File: src/rtl/core/dssrs_pkg.sv
// ----------------------------------------------------------------------------
// dssrs_pkg
// Shared types and constants for the dynamic SPAD selection and range scaling
// pipeline.
// ----------------------------------------------------------------------------
package dssrs_pkg;

    // field widths
    localparam int unsigned FIELD_W    = 16;
    localparam int unsigned RATE_W     = 32;
    localparam int unsigned RANGE_PROD_W = 27;
    localparam int unsigned RANGE_SHIFT  = 11;

    // division step counts
    localparam int unsigned RATE_STEPS = 32;
    localparam int unsigned SPAD_STEPS = 16;

    // constants of the range scaling
    localparam logic [10:0] RANGE_SCALE = 11'd2011;
    localparam logic [10:0] RANGE_ROUND = 11'h400;
    localparam logic [15:0] SCALED_RANGE_MAX = 16'd64351;

    // register reset and clip value
    localparam logic [15:0] TARGET_RATE_RESET = 16'h0A00;
    localparam logic [15:0] CLIP16 = 16'hFFFF;

    // side information that travels with an item through both dividers
    typedef struct packed {
        logic        spad_zero;
        logic        calibrate_request;
        logic [15:0] scaled_range;
    } tag_t;

    // one finished result item
    typedef struct packed {
        logic [15:0] required_spads;
        logic        spads_valid;
        logic [15:0] scaled_range;
        logic        calibrate_request;
    } out_item_t;

endpackage

File: src/rtl/core/dssrs_rate_div.sv
// ----------------------------------------------------------------------------
// dssrs_rate_div
// Pipelined restoring divider: per_spad = (sum << 16) / spad_count, one
// quotient bit per stage.
// ----------------------------------------------------------------------------
module dssrs_rate_div (
    input  logic                clk,
    input  logic                rst_n,
    input  logic                en,
    input  logic                in_valid,
    input  logic [15:0]         sum,
    input  logic [15:0]         spad_count,
    input  dssrs_pkg::tag_t     in_tag,
    output logic                out_valid,
    output logic [31:0]         per_spad,
    output dssrs_pkg::tag_t     out_tag
);

    localparam int unsigned STEPS = dssrs_pkg::RATE_STEPS;

    // stage registers
    logic                valid_reg [STEPS];
    logic [15:0]         rem_reg   [STEPS];
    logic [31:0]         dq_reg    [STEPS];
    logic [15:0]         div_reg   [STEPS];
    dssrs_pkg::tag_t     tag_reg   [STEPS];

    for (genvar k = 0; k < STEPS; k++) begin : g_step
        logic                src_valid;
        logic [15:0]         src_rem;
        logic [31:0]         src_dq;
        logic [15:0]         src_div;
        dssrs_pkg::tag_t     src_tag;
        logic [16:0]         trial;
        logic                fits;
        logic [15:0]         rem_next;
        logic [31:0]         dq_next;

        // stage source: the block inputs or the previous stage
        if (k == 0) begin : g_first
            assign src_valid = in_valid;
            assign src_rem   = '0;
            assign src_dq    = {sum, 16'h0000};
            assign src_div   = spad_count;
            assign src_tag   = in_tag;
        end else begin : g_rest
            assign src_valid = valid_reg[k-1];
            assign src_rem   = rem_reg[k-1];
            assign src_dq    = dq_reg[k-1];
            assign src_div   = div_reg[k-1];
            assign src_tag   = tag_reg[k-1];
        end

        // one restoring step: the dividend bit shifts out, the quotient bit in
        assign trial    = {src_rem, src_dq[31]};
        assign fits     = (trial >= {1'b0, src_div});
        assign rem_next = fits ? 16'(trial - {1'b0, src_div}) : trial[15:0];
        assign dq_next  = {src_dq[30:0], fits};

        // valid bit
        always_ff @(posedge clk or negedge rst_n)
        begin
            if (!rst_n)
            begin
                valid_reg[k] <= 1'b0;
            end
            else if (en)
            begin
                valid_reg[k] <= src_valid;
            end
        end

        // payload
        always_ff @(posedge clk)
        begin
            if (en)
            begin
                rem_reg[k] <= rem_next;
                dq_reg[k]  <= dq_next;
                div_reg[k] <= src_div;
                tag_reg[k] <= src_tag;
            end
        end
    end

    assign out_valid = valid_reg[STEPS-1];
    assign per_spad  = dq_reg[STEPS-1];
    assign out_tag   = tag_reg[STEPS-1];

endmodule

File: config.mk
export PLATFORM = sky130hd
export DESIGN_NAME = dssrs_rate_div
export DESIGN_NICKNAME = d
export VERILOG_FILES = /design/src/rtl/core/dssrs_pkg.sv /design/src/rtl/core/dssrs_rate_div.sv
export SDC_FILE = /design/constraint.sdc
export NUM_CORES = 2
export LEC_CHECK = 0
export ABC_CLOCK_PERIOD_IN_PS = 3600
export BUFFER_PORTS_ARGS = -buffer_cell sky130_fd_sc_hd__buf_2
export CORE_MARGIN = 2
export CORE_UTILIZATION = 46
export CTS_CLUSTER_DIAMETER = 40
export CTS_CLUSTER_SIZE = 25
export DETAILED_ROUTE_END_ITERATION = 8
export MAX_ROUTING_LAYER = met4
export REMOVE_ABC_BUFFERS = 1
export SYNTH_ARGS = -nofsm -noshare
export SYNTH_HDL_FRONTEND = slang
export SYNTH_SLANG_ARGS = --single-unit
File: constraint.sdc
create_clock -name clk -period 3.6 [get_ports clk]
set_input_delay 0.72 -clock clk [delete_from_list [all_inputs] [get_ports clk]]
set_output_delay 0.72 -clock clk [all_outputs]
set_load 0.05 [all_outputs]
# --- Word level (Yosys, flattened, before mapping) ---
# Memory sizes are Yosys's and may differ from the RTL's.
# Index checks and enable logic that the tools add are counted.
totals:
  ff_bits: 32
  in_bits: 54
  memories: 4
  out_inout_bits: 51
  ramBits: 2624
op_classes:
  n_addsub: 32
  magnitude_cmp: 32
  mux: 34
memory_table:
  columns: ["memory", "words", "word_bits", "rd", "rd_clocked_by_memory_dff", "wr", "line", "rtl"]
  rows:
  - ["dq_reg", 32, 32, 32, 0, 32, "dssrs_rate_div.sv:24", "logic [31:0] dq_reg [STEPS];"]
  - ["tag_reg", 32, 18, 32, 0, 32, "dssrs_rate_div.sv:26", "dssrs_pkg::tag_t tag_reg [STEPS];"]
  - ["div_reg", 32, 16, 31, 0, 32, "dssrs_rate_div.sv:25", "logic [15:0] div_reg [STEPS];"]
  - ["rem_reg", 32, 16, 31, 0, 32, "dssrs_rate_div.sv:23", "logic [15:0] rem_reg [STEPS];"]
op_table:
  columns: ["op", "n"]
  rows:
  - ["greater-or-equal comparator 17 x 16 -> 1 bit", 31]
  - ["two-way mux 16 bit", 32]
  - ["subtractor 16 bit", 31]
  - ["greater-or-equal comparator 1 x 16 -> 1 bit", 1]
  - ["subtractor 1 x 16 -> 16 bit", 1]
  - ["two-way mux 1 bit", 2]

# --- Logic depth before layout (Yosys ltp) ---
# An unclocked memory read counts as a cell.
logic_depth:
  depth_word: 3
  depth_mapped: 13

# --- Worst setup path after synthesis ---
# Ideal clock, no wire load.
synth_path:
  path_kind: "register -> register"
  start: "memory div_reg[10][1]"
  end: "memory rem_reg[11][9] (netlist: rem_reg[0][185]), data pin"
  period_less_slack_ns: 2.890
  n_path_buf: 1
  setup_time_ns: 0.260
  stages_incl_launch_ff: 12
  setup_slack_ns: 0.710
  t_required_ns: 3.340
  arrival_ns: 2.631
  cell_sequence: "edfxtp_1 -> inv_1 -> ha_1 -> nor2b_1 -> o21ai_1 -> a21boi_1 -> nor4_2 -> nor3_1 -> o31a_1 -> nor3_4 -> buf_4 -> mux2_2"
synth_rtl:
  columns: ["item", "line"]
  rows:
  - ["start: declaration", "dssrs_rate_div.sv:25"]
  - ["end: declaration", "dssrs_rate_div.sv:23"]

==> run_results.csv <==
group,metric,value,unit
clock_tree,cts_tree,"yes",
global_routing,antenna_found_initial,4,
die,core-area,212000,sq um
synth,synth_top_area_frac,0.679,
die,start_util,0.462,
clock_tree,clk_latency,0.94,ns
placement,io_buffers,104,
placement,place_area,102000,sq um
worst_hold_path,hold_path.class,"primary input to flip-flop",
clock_tree,cts_resized,0,
synth,synth_area_leaders,"edfxtp_1 (68%), ha_1 (6.3%), mux2_2 (3.4%)",
timing,relSlewSlack,0.301,
timing,fin_tns_setup,0,ns
die,die_h,465,um
synth,synth-edff-count,2216,
clock_tree,cts_hold_buf,48,
route,first_iter_violations,4119,
synth,ys_types,94,
synth,syn_area_per_cell,14.9,sq um
layout,largest_reg_flops,648,
route,viasPerCell,5.23,
timing,rsz0062_at_grt,"false",
power,switching_share,0.307,
global_routing,grt_pass1_vias,53000,
timing,fin_crit_sh,0.915,
power,finalPower,102,mW
power,combPwrFrac,0.297,
synth,synth-seq-cells,2248,
clock_tree,cts.sinks,2248,
layout,drive_gt1_frac,0.163,
clock_tree,cts.htree.levels,5,
power,pwr-share-seq,0.371,
synth,synth_area,97900,sq um
clock_tree,max-clock-path-buffers,4,
synth,ys_seq_area_frac,0.688,
layout,syn2layout_area_growth,17.4,%
timing,clock_skew,0.0718,ns
status,outcome,"completed",
route,post_drt_wl_per_cell,17.7,um
worst_setup_path,criticalPathCategory,"flip-flop to flip-flop",
clock_tree,cts.clk_slew.worst_paths,0.06,ns
timing,setup_viol,0,
worst_setup_path,critPathCaptureType,"flip-flop",
global_routing,gr-total-overflow,0,
power,pwr-share-clk,0.332,
synth,synthCells,6580,
route,vias,53200,
worst_setup_path,cp-start-kind,"flip-flop",
die,pin_count,105,
timing,whs,0.0775,ns
timing,slew_viol_final,0,
synth,yosys.area.top_type,"edfxtp_1",
power,p_switching,31.3,mW
timing,period_minus_slack,3.29,ns
worst_setup_path,critPathMaxFanout,5,
placement,hpwl,122000,um
worst_setup_path,crit_arrival,3.96,ns
flow_run,maxCapViolCount,0,
die,dieArea,217000,sq um
synth,async_flop_share,0.0142,
global_routing,grt_usage,0.171,
layout,fin_area,115000,sq um
power,p_int,70.9,mW
synth,yosys_warnings,0,
route,post-route-drc-count,0,
global_routing,grt_pass1_wl,288000,um
route,wl,180000,um
placement,gp_congestion,0.872,
worst_setup_path,worstPathRequired,4.26,ns
synth,ys.flop_type,"edfxtp_1",
die,die_w,465,um
route,first_pass_iters,6,
timing,worst_slew_pin_slew,1.05,ns
power,leakage,44.3,nW
layout,final_nets,7672,
clock_tree,cts_root_buffer,"clkbuf_16",
route,antenna_left,0,
power,powerDensity,889,nW/um^2
timing,hold_viol_final,0,
die,rows,169,
global_routing,grt_start_max_net_pins,125,
clock_tree,cts-buffers-inserted,353,
timing,fmax,0.304,GHz
power,vdd_drop_max,0.644,mV
clock_tree,cts_setup_buffers,0,
==> synth_stat cells, types with 99 or more instances <==
library cell  instances
nor3_1              122
mux2_2              300
ha_1                497
edfxtp_1           2216
xnor2_1             209
nand2_1             256
inv_1               640
a21oi_1             293
nor2_1              343
a21o_1               99
o21ai_0             238
==> critical path, cell delays in order (launching register included) <==
cell      delay (ns)
edfxtp_1        0.40
ha_1            0.37
nor2b_1         0.15
o21ai_0         0.22
a21boi_0        0.21
o41ai_1         0.61
o21ai_0         0.37
buf_4           0.25
nand3_1         0.08
nand3b_1        0.08
mux2_2          0.27
==> layer usage <==
metal | share of wire | global-route usage | vias up
met2 | 0.45 | 0.256 | 1186
li1 | - | - | 25900
met3 | 0.046 | 0.0309 | 337
met1 | 0.48 | 0.237 | 25900
met4 | 0.024 | 0.0548 | 0
met5 | 0 | - | -
==> power by group through the flow <==
stage	Combinational, mW	Sequential [mW]	Clock [mW]
finish	30.4	38.0	33.9
global route	33.8	38.4	36.0
global placement	29.4	38.5	0
floorplan	23.1	37.2	0
CTS	30.3	38.0	34.9
detailed placement	30.0	38.4	0
==> stage by stage <==
step / utilization / setup slack (ns) / std cells
after floorplan: - / -0.157 / 6480
after global routing: 0.543 / 0.0739 / 10200
after detailed placement: 0.483 / 0.339 / 9509
final: 0.543 / 0.306 / 10200
after global placement: 0.483 / 0.392 / 9509
after CTS: 0.542 / 0.318 / 10200
==> layout make-up <==
| class | count | area (sq um) |
|---|---|---|
| fill | 17100 | 96900 |
| sequential | 2248 | 67300 |
| multi-input combinational | 3590 | 27600 |
| clock buffer | 382 | 9050 |
| tap | 2821 | 3530 |
| clock inverter | 248 | 3000 |
| inverter | 642 | 2410 |
| timing repair buffer | 256 | 2030 |
| antenna | 2 | 5.00 |
==> placed cells by master (no fill, tap or decap), drive strengths merged, types with 22 or more instances in the layout <==
cell         count
clkinvlp        39
bufinv          39
nand2b          59
mux2           341
nand2          256
nand4           62
xor2            93
a21oi          298
a211oi          43
clkbuf         382
fa              30
or2             23
clkinv          97
nor2b           95
o31a            37
o41ai           22
or3             46
and3            25
a21o            99
mux2i           48
buf            208
ha             497
dfrtp           32
a21boi          28
xnor2          209
o31ai           55
o21a            95
o211ai          27
a31oi           34
nor3           124
dlygate4sd3     48
nor4            30
o21ai          254
nand3           97
edfxtp        2216
inv            715
nor2           344
==> worst paths after layout <==
check,start,to,slack (ns),cells after the start
max,rem_reg[0][225],rem_reg[0][254],0.31,10
min,in_valid,g_step[1].src_valid,0.08,2
max reg2reg,rem_reg[0][225],rem_reg[0][254],0.31,10
min reg2reg,tag_reg[1][36],tag_reg[1][54],0.37,0
max in group asynchronous,rst_n,g_step[3].src_valid,2.73,2
min in group asynchronous,rst_n,g_step[6].src_valid,0.40,2
==> logic make-up (layout without fill, tap and decap cells) <==
family          after synthesis  after routing  synth area share
other cells                   0              2                 0
simple gates               1219           1219            0.0609
mux                         389            389            0.0451
xor+xnor                    302            302            0.0270
fa+ha+maj                   527            527            0.0696
compound gates             1153           1153            0.0788
buf+inv                     742           1528            0.0310
flops                      2248           2248             0.688
Note: power is estimated with default switching activity, not from simulation.
