**src/rtl/core/dssrs_pkg.sv**
```systemverilog
// ----------------------------------------------------------------------------
// dssrs_pkg
// Shared types and constants for the dynamic SPAD selection and range scaling
// pipeline.
// ----------------------------------------------------------------------------
package dssrs_pkg;

    // field widths
    localparam int unsigned FIELD_W    = 16;
    localparam int unsigned RATE_W     = 32;
    localparam int unsigned RANGE_PROD_W = 27;
    localparam int unsigned RANGE_SHIFT  = 11;

    // division step counts
    localparam int unsigned RATE_STEPS = 32;
    localparam int unsigned SPAD_STEPS = 16;

    // constants of the range scaling
    localparam logic [10:0] RANGE_SCALE = 11'd2011;
    localparam logic [10:0] RANGE_ROUND = 11'h400;
    localparam logic [15:0] SCALED_RANGE_MAX = 16'd64351;

    // register reset and clip value
    localparam logic [15:0] TARGET_RATE_RESET = 16'h0A00;
    localparam logic [15:0] CLIP16 = 16'hFFFF;

    // side information that travels with an item through both dividers
    typedef struct packed {
        logic        spad_zero;
        logic        calibrate_request;
        logic [15:0] scaled_range;
    } tag_t;

    // one finished result item
    typedef struct packed {
        logic [15:0] required_spads;
        logic        spads_valid;
        logic [15:0] scaled_range;
        logic        calibrate_request;
    } out_item_t;

endpackage

```
**src/rtl/core/dssrs_spad_div.sv**
```systemverilog
// ----------------------------------------------------------------------------
// dssrs_spad_div
// Pipelined divider for the SPAD request: (target_rate << 16) / per_spad,
// clipped to 16 bits, plus assembly of the result item.
// ----------------------------------------------------------------------------
module dssrs_spad_div (
    input  logic                  clk,
    input  logic                  rst_n,
    input  logic                  en,
    input  logic                  in_valid,
    input  logic [31:0]           per_spad,
    input  logic [15:0]           target_rate,
    input  dssrs_pkg::tag_t       in_tag,
    output logic                  out_valid,
    output dssrs_pkg::out_item_t  out_item
);

    localparam int unsigned STEPS = dssrs_pkg::SPAD_STEPS;

    // entry stage: saturation and zero checks, remainder seeded with target
    logic                entry_valid_reg;
    logic [31:0]         entry_rem_reg;
    logic [31:0]         entry_div_reg;
    logic                entry_sat_reg;
    logic                entry_zero_reg;
    dssrs_pkg::tag_t     entry_tag_reg;

    always_ff @(posedge clk or negedge rst_n)
    begin
        if (!rst_n)
        begin
            entry_valid_reg <= 1'b0;
        end
        else if (en)
        begin
            entry_valid_reg <= in_valid;
        end
    end

    // quotient exceeds 16 bits exactly when per_spad <= target_rate
    always_ff @(posedge clk)
    begin
        if (en)
        begin
            entry_rem_reg  <= 32'(target_rate);
            entry_div_reg  <= per_spad;
            entry_sat_reg  <= (per_spad <= 32'(target_rate));
            entry_zero_reg <= (per_spad == 32'h0);
            entry_tag_reg  <= in_tag;
        end
    end

    // step stage registers
    logic                valid_reg [STEPS];
    logic [31:0]         rem_reg   [STEPS];
    logic [15:0]         quo_reg   [STEPS];
    logic [31:0]         div_reg   [STEPS];
    logic                sat_reg   [STEPS];
    logic                zero_reg  [STEPS];
    dssrs_pkg::tag_t     tag_reg   [STEPS];

    for (genvar k = 0; k < STEPS; k++) begin : g_step
        logic                src_valid;
        logic [31:0]         src_rem;
        logic [15:0]         src_quo;
        logic [31:0]         src_div;
        logic                src_sat;
        logic                src_zero;
        dssrs_pkg::tag_t     src_tag;
        logic [32:0]         trial;
        logic                fits;
        logic [31:0]         rem_next;
        logic [15:0]         quo_next;

        // stage source: the entry stage or the previous step
        if (k == 0) begin : g_first
            assign src_valid = entry_valid_reg;
            assign src_rem   = entry_rem_reg;
            assign src_quo   = '0;
            assign src_div   = entry_div_reg;
            assign src_sat   = entry_sat_reg;
            assign src_zero  = entry_zero_reg;
            assign src_tag   = entry_tag_reg;
        end else begin : g_rest
            assign src_valid = valid_reg[k-1];
            assign src_rem   = rem_reg[k-1];
            assign src_quo   = quo_reg[k-1];
            assign src_div   = div_reg[k-1];
            assign src_sat   = sat_reg[k-1];
            assign src_zero  = zero_reg[k-1];
            assign src_tag   = tag_reg[k-1];
        end

        // one restoring step, low dividend bits are all zero
        assign trial    = {src_rem, 1'b0};
        assign fits     = (trial >= {1'b0, src_div});
        assign rem_next = fits ? 32'(trial - {1'b0, src_div}) : trial[31:0];
        assign quo_next = {src_quo[14:0], fits};

        // valid bit
        always_ff @(posedge clk or negedge rst_n)
        begin
            if (!rst_n)
            begin
                valid_reg[k] <= 1'b0;
            end
            else if (en)
            begin
                valid_reg[k] <= src_valid;
            end
        end

        // payload
        always_ff @(posedge clk)
        begin
            if (en)
            begin
                rem_reg[k]  <= rem_next;
                quo_reg[k]  <= quo_next;
                div_reg[k]  <= src_div;
                sat_reg[k]  <= src_sat;
                zero_reg[k] <= src_zero;
                tag_reg[k]  <= src_tag;
            end
        end
    end

    // result assembly from the last step
    logic spads_ok;

    assign spads_ok = !tag_reg[STEPS-1].spad_zero && !zero_reg[STEPS-1];

    always_comb
    begin
        out_item.spads_valid       = spads_ok;
        out_item.scaled_range      = tag_reg[STEPS-1].scaled_range;
        out_item.calibrate_request = tag_reg[STEPS-1].calibrate_request;
        if (!spads_ok)
        begin
            out_item.required_spads = '0;
        end
        else if (sat_reg[STEPS-1])
        begin
            out_item.required_spads = dssrs_pkg::CLIP16;
        end
        else
        begin
            out_item.required_spads = quo_reg[STEPS-1];
        end
    end

    assign out_valid = valid_reg[STEPS-1];

endmodule

```
**config.mk**
```make
export PLATFORM = sky130hd
export DESIGN_NAME = dssrs_spad_div
export DESIGN_NICKNAME = d
export VERILOG_FILES = /design/src/rtl/core/dssrs_pkg.sv /design/src/rtl/core/dssrs_spad_div.sv
export SDC_FILE = /design/constraint.sdc
export NUM_CORES = 2
export LEC_CHECK = 0
export ABC_AREA = 1
export ABC_CLOCK_PERIOD_IN_PS = 1850
export BUFFER_PORTS_ARGS = -buffer_cell sky130_fd_sc_hd__buf_2
export CORE_ASPECT_RATIO = 0.5
export CORE_MARGIN = 4
export CORE_UTILIZATION = 30
export CTS_BUF_LIST = sky130_fd_sc_hd__clkbuf_4 sky130_fd_sc_hd__clkbuf_8
export CTS_CLUSTER_DIAMETER = 60
export DETAILED_ROUTE_END_ITERATION = 16
export PLACE_DENSITY = 0.52
export SLEW_MARGIN = 20
export SYNTH_ARGS = -nofsm -noshare
export SYNTH_HDL_FRONTEND = slang
export SYNTH_SLANG_ARGS = --single-unit
```
**constraint.sdc**
```tcl
create_clock -name clk -period 1.85 [get_ports clk]
set_input_delay 0.37 -clock clk [delete_from_list [all_inputs] [get_ports clk]]
set_output_delay 0.37 -clock clk [all_outputs]
set_load 0.01 [all_outputs]
```
After elaboration in Yosys (flattened, before gate mapping)
Memories as Yosys holds them, arrays and structs flattened.
Index checks and enable logic that the tools add are counted.
- register bits after elaboration: 85
- bits in latches: 0
- bits in writable memories: 1600
- bits in read-only memories: 0
- output and inout bits: 35
- logic and storage cells: 87
- memories: 6
- add/subtract/negate cells: 16
- multiply operators: 0
- divide/modulo/power cells: 0
- magnitude comparators: 17
- equal/unequal tests: 0
- shift operators: 0
- multiplexer cells: 20
- bitwise logic cells: 0
- reductions and logical operators: 4
- memory list (memory ; depth ; bits a word ; rd ports ; clocked after Yosys merged registers in ; wr ports ; RTL line ; text):
    div_reg ; 16 ; 32 ; 15 ; 0 ; 16 ; dssrs_spad_div.sv:57 ; logic [31:0] div_reg [STEPS];
    rem_reg ; 16 ; 32 ; 15 ; 0 ; 16 ; dssrs_spad_div.sv:55 ; logic [31:0] rem_reg [STEPS];
    tag_reg ; 16 ; 18 ; 16 ; 0 ; 16 ; dssrs_spad_div.sv:60 ; dssrs_pkg::tag_t tag_reg [STEPS];
    quo_reg ; 16 ; 16 ; 16 ; 0 ; 16 ; dssrs_spad_div.sv:56 ; logic [15:0] quo_reg [STEPS];
    sat_reg ; 16 ; 1 ; 16 ; 0 ; 16 ; dssrs_spad_div.sv:58 ; logic sat_reg [STEPS];
    zero_reg ; 16 ; 1 ; 16 ; 0 ; 16 ; dssrs_spad_div.sv:59 ; logic zero_reg [STEPS];
- operators with widths (operator ; count):
    $mux W32 ; 16
    $ge A33 B32 Y1 ; 15
    $sub A32 B32 Y32 ; 15
    $ge A17 B32 Y1 ; 1
    $le A32 B16 Y1 ; 1
    $logic_not A32 Y1 ; 1
    $mux W16 ; 2
    $sub A17 B32 Y32 ; 1
    $logic_not A1 Y1 ; 2
    $mux W1 ; 2
    $logic_and A1 B1 Y1 ; 1

Depth between registers and ports, before layout
An unclocked memory read counts as a cell.
- depth after elaboration: 4
- depth in mapped cells: 17
- mapped depth without buffers: 15

Least setup slack after synthesis
Ideal clock, no wire load.
- kind: register -> register
- start point: memory rem_reg[11][27], in the netlist rem_reg[1][123]
- end point: memory rem_reg[12][29], in the netlist rem_reg[1][157], data pin
- setup time: 0.253 ns
- arrival time: 1.732 ns
- setup slack: -0.135 ns
- stages on the path, launching flop included: 13
- period minus slack after synthesis: 1.985 ns
- cells stage by stage: edfxtp_1 ha_1 nand2_2 inv_1 a21oi_1 nor2_1 nor2_1 nand2_1 nor2_4 nand2_8 buf_6 nand3_1 nand2_1
- RTL lines (item ; RTL line):
    start, declared ; dssrs_spad_div.sv:55

==> summary.md <==
The run finished, with violations left. The final reports fail on negative setup slack. For the total routing resource utilization after global routing, the log shows 18.1%. For the via count of the first global-routing pass, the log shows 83700.

The most common cell in the synthesized netlist is sky130_fd_sc_hd__nand2_1. The average detailed-routed wire length per instance is 15.7 um. Traced cell by cell, the critical path runs through ha_4 -> buf_8 -> nand4_1 -> nor3_1 -> nand2_1 -> nand2_2 -> nor2_4 -> buf_12 -> buf_12 -> buf_16 -> nand3_4 -> nand2_2. Share of the clock period used by the worst path: 134%. The tools report the root buffer cell as sky130_fd_sc_hd__clkbuf_8. The tools report the kind of capture point of the worst setup path as a register. The tools report the sum of negative setup slack as -205.58 ns.

The first detailed-routing pass ran for 6 iterations. During placement, the flow inserted port buffers numbering 104. The final hold violation count is 0, and the number of cells produced by synthesis is 11300.

For this design the ratio of total power to cell area is 1400 mW/mm2. The overall die height works out to 400 um. The run gives 0.305 mm2 as the core area.

The worst register-to-register path ends at rem_reg[0][196]. At the placement stage, the worst setup path has a slack of -0.702 ns. The final critical path time including I/O delays and setup came out at 2.48 ns.

The total overflow left after global routing is 0. Across the VDD grid, the largest voltage drop is 716 uV. In this run the register-to-register setup slack is -0.63 ns. The slowest stage of the critical path belongs to the cell sky130_fd_sc_hd__edfxtp_1. The maximum fanout along the worst path came out at 7.

In this run the most critical hold path is launched from per_spad[13]. The remaining number of nets flagged by the antenna check after routing came out at 0. After synthesis, the largest area contributor takes up 48.3% of total cell area. The portion of the post-synthesis area used by sequential elements was 48.8%. The ratio of cells with drive above 1 in the final layout is 37.3%, and the area used by sequential logic in the layout is 0.0450 mm2.

For this configuration, the core starts out at a cell density of 30.3%. The run gives 75 as the maximum number of pins on one net before global-route repair. STA classifies the critical path startpoint as a register.

Setup repair after global routing could not meet its margin everywhere. The number of max-capacitance violations reported came out at 0. The run gives 0 as the number of warnings reported in the yosys synthesis log. The worst setup path is of the register to register kind. The run gives 4 as the maximum buffer depth of the clock tree. Together, buffers and inverters on the worst path number 4. The utilization after layout is 45.6%. The fraction of registers with async set/reset is 1.13%. For the final number of max-transition violations, the log shows 0.

When the netlist entered floorplanning its net count stood at 11900. The cell depth of the worst hold path was 2. For this run, the top clock speed supported by timing is 403 MHz.

The number of synthesized flops with an enable pin works out to 1484. Summing every instance area after synthesis gives 0.0923 mm2. The slew at the pin with the worst max-slew slack works out to 0.852 ns. The maximum single-stage delay on the critical path was 0.43 ns. The tools report the number of top-level pins as 105. The library cell with the largest summed area after synthesis was sky130_fd_sc_hd__edfxtp_1.

For the total length of routed wires, the log shows 297000 um. The run gives 43.0% as the headroom to the max-slew limit. Number of antenna violations at the first check in global routing: 5. The tools report the number of buffers inserted during clock tree synthesis as 244. TritonCTS built the clock tree. The min-delay analysis places its worst path in the category primary input to register. Ranked by total cell area, the synthesized netlist is headed by sky130_fd_sc_hd__edfxtp_1 (48%), sky130_fd_sc_hd__nand2_1 (17%), sky130_fd_sc_hd__inv_1 (9.1%), sky130_fd_sc_hd__ha_1 (6.9%), sky130_fd_sc_hd__nand3_1 (3.7%). The clock arrives with 0.109 ns of skew. Summing all multi-input logic gate instances after layout gives 0.0485 mm2. The total number of H-tree levels was 4. The floorplan step defined a die boundary enclosing 0.317 mm2.

The tools report the via count as 82200. The tools report the post-detailed-route DRC marker count as 0. For this block, the initial DRC count from the detailed router was 3333. The number of cells traversed by the worst register-to-register path is 12. The reg-to-reg critical path startpoint is rem_reg[0][189]. Relative to the synthesized area, the layout overhead comes to 50.7%. The CTS clock-pin slew for the worst setup and hold paths is 0.07 ns. Number of synthesized register bits: 1501.

At the end of routability-driven placement, the weighted congestion stood at 0.937. Family of cells with the greatest summed delay on the critical path: simple AND/OR/NAND/NOR gates. Prevailing post-synth register cell: sky130_fd_sc_hd__edfxtp_1.

For hold timing, the worst endpoint is entry_div_reg[13]. Setup violations remaining at the end of the flow were counted as 529. The floorplan has 143 rows. For the fill cell total of the finished layout, the log shows 29500. From left edge to right edge, the die measures 792 um. The first global-routing pass estimated 448000 um of wire. The clock reaches the later pin of the worst-skew pair after 1.05 ns. The HPWL after detailed placement is 227000 um. The clock drives 1501 sinks.

The data arrival time of the critical path came out at 3.24 ns. For this design the static power due to leakage is 67.6 nW. The critical path data required time was 2.61 ns; the per-cell via count in the routed design was 4.35. A synthesized cell averages 8.17 um2. The commonest cells after synthesis are sky130_fd_sc_hd__nand2_1 (4243), sky130_fd_sc_hd__inv_1 (2230), sky130_fd_sc_hd__edfxtp_1 (1484), sky130_fd_sc_hd__nand3_1 (679), sky130_fd_sc_hd__nor2_1 (611). The number of different library cells used by synthesis comes to 49. The setup slack of the critical path after layout is -0.630 ns, and the total number of nets in the final design is 15300.
-- stage by stage --
step | power [mW] | area (um2) | std cells | hold WS [ns]
after floorplan | 101 | 96200 | 11300 | 0.0744
after global placement | 144 | 121000 | 17900 | 0.326
after detailed placement | 145 | 121000 | 17900 | 0.338
after CTS | 185 | 133000 | 18700 | 0.000668
after global routing | 208 | 139000 | 18900 | 0.0498
final | 194 | 139000 | 18900 | 0.105
-- metal layers --
layer  up-vias  global-route usage, %  share of wire [%]
met5         -                      0                  0
met4         0                   10.8                7.4
met3       910                   2.25                2.9
met2      1465                   34.2                 52
met1     37500                   19.2                 38
li1      42400                      -                  -
-- final cells by class --
cell class                 instances  share of cell area (%)
timing repair buffer            3236                    19.4
clock buffer                     331                    2.90
sequential                      1501                    32.4
timing repair inverter             8                  0.0792
tap                             4060                    3.65
multi-input combinational       7422                    34.9
clock inverter                   110                   0.602
inverter                        2244                    6.14
antenna                            2                 0.00360
-- cells in the final DEF (no fill, tap or decap), types with 153 or more instances in the layout --
cell	Yosys	layout
sky130_fd_sc_hd__nand3_2	104	287
sky130_fd_sc_hd__edfxtp_1	1484	1484
sky130_fd_sc_hd__ha_4	0	418
sky130_fd_sc_hd__nand2_2	55	502
sky130_fd_sc_hd__inv_1	2230	2078
sky130_fd_sc_hd__nor2_2	49	153
sky130_fd_sc_hd__a21oi_1	344	277
sky130_fd_sc_hd__nor2_1	611	431
sky130_fd_sc_hd__clkbuf_8	0	248
sky130_fd_sc_hd__nand3_1	679	449
sky130_fd_sc_hd__buf_4	27	2791
sky130_fd_sc_hd__inv_2	6	155
sky130_fd_sc_hd__xor2_1	193	191
sky130_fd_sc_hd__nand2_1	4243	3655
-- where the power goes --
part / leakage [nW] / switching (mW) / total, mW / internal (mW)
Clock: 2.57 / 14.3 / 30.0 / 15.7
Combinational: 50.3 / 58.7 / 113 / 54.1
Sequential: 14.8 / 5.19 / 51.6 / 46.4
-- worst max-delay path by stage --
stage                          startpoint              end  slack [ns]  depth (start not counted)
after floorplan            rem_reg[0][33]   rem_reg[0][90]       -0.08                         15
after global placement    rem_reg[1][160]  rem_reg[1][195]       -0.77                         14
after detailed placement    rem_reg[1][0]   rem_reg[1][44]       -0.70                         15
after CTS                 tag_reg[1][143]     out_item[21]       -0.79                          5
after global routing       zero_reg[1][7]     out_item[20]       -0.78                          5
final                     rem_reg[0][189]  rem_reg[0][196]       -0.63                         12
-- what timing repair did --
| item | 4_1_cts | 5_1_grt |
|---|---|---|
| gates cloned | 40 | 22 |
| resized for setup | 846 | 981 |
| buffers inserted | 173 | 223 |
| pin swaps | 272 | 344 |
| setup endpoints to repair | 531 | 531 |
| endpoints found under the hold margin | 410 | 0 |
| hold buffers | 105 | 0 |
-- cells by family (layout without fill, tap and decap cells) --
logic type | after synthesis | after routing | share of synthesized area [%]
AOI/OAI and AO/OA | 434 | 434 | 2.50
xor gates and xnor gates | 209 | 209 | 1.98
adders and majority gates | 527 | 527 | 7.27
buffers and inverters | 2392 | 5929 | 10.5
DFF | 1501 | 1501 | 48.8
muxes | 1 | 1 | 0.0122
other | 0 | 2 | 0
and+or+nand+nor | 6234 | 6251 | 29.0
Note: power is estimated with default switching activity, not from simulation.
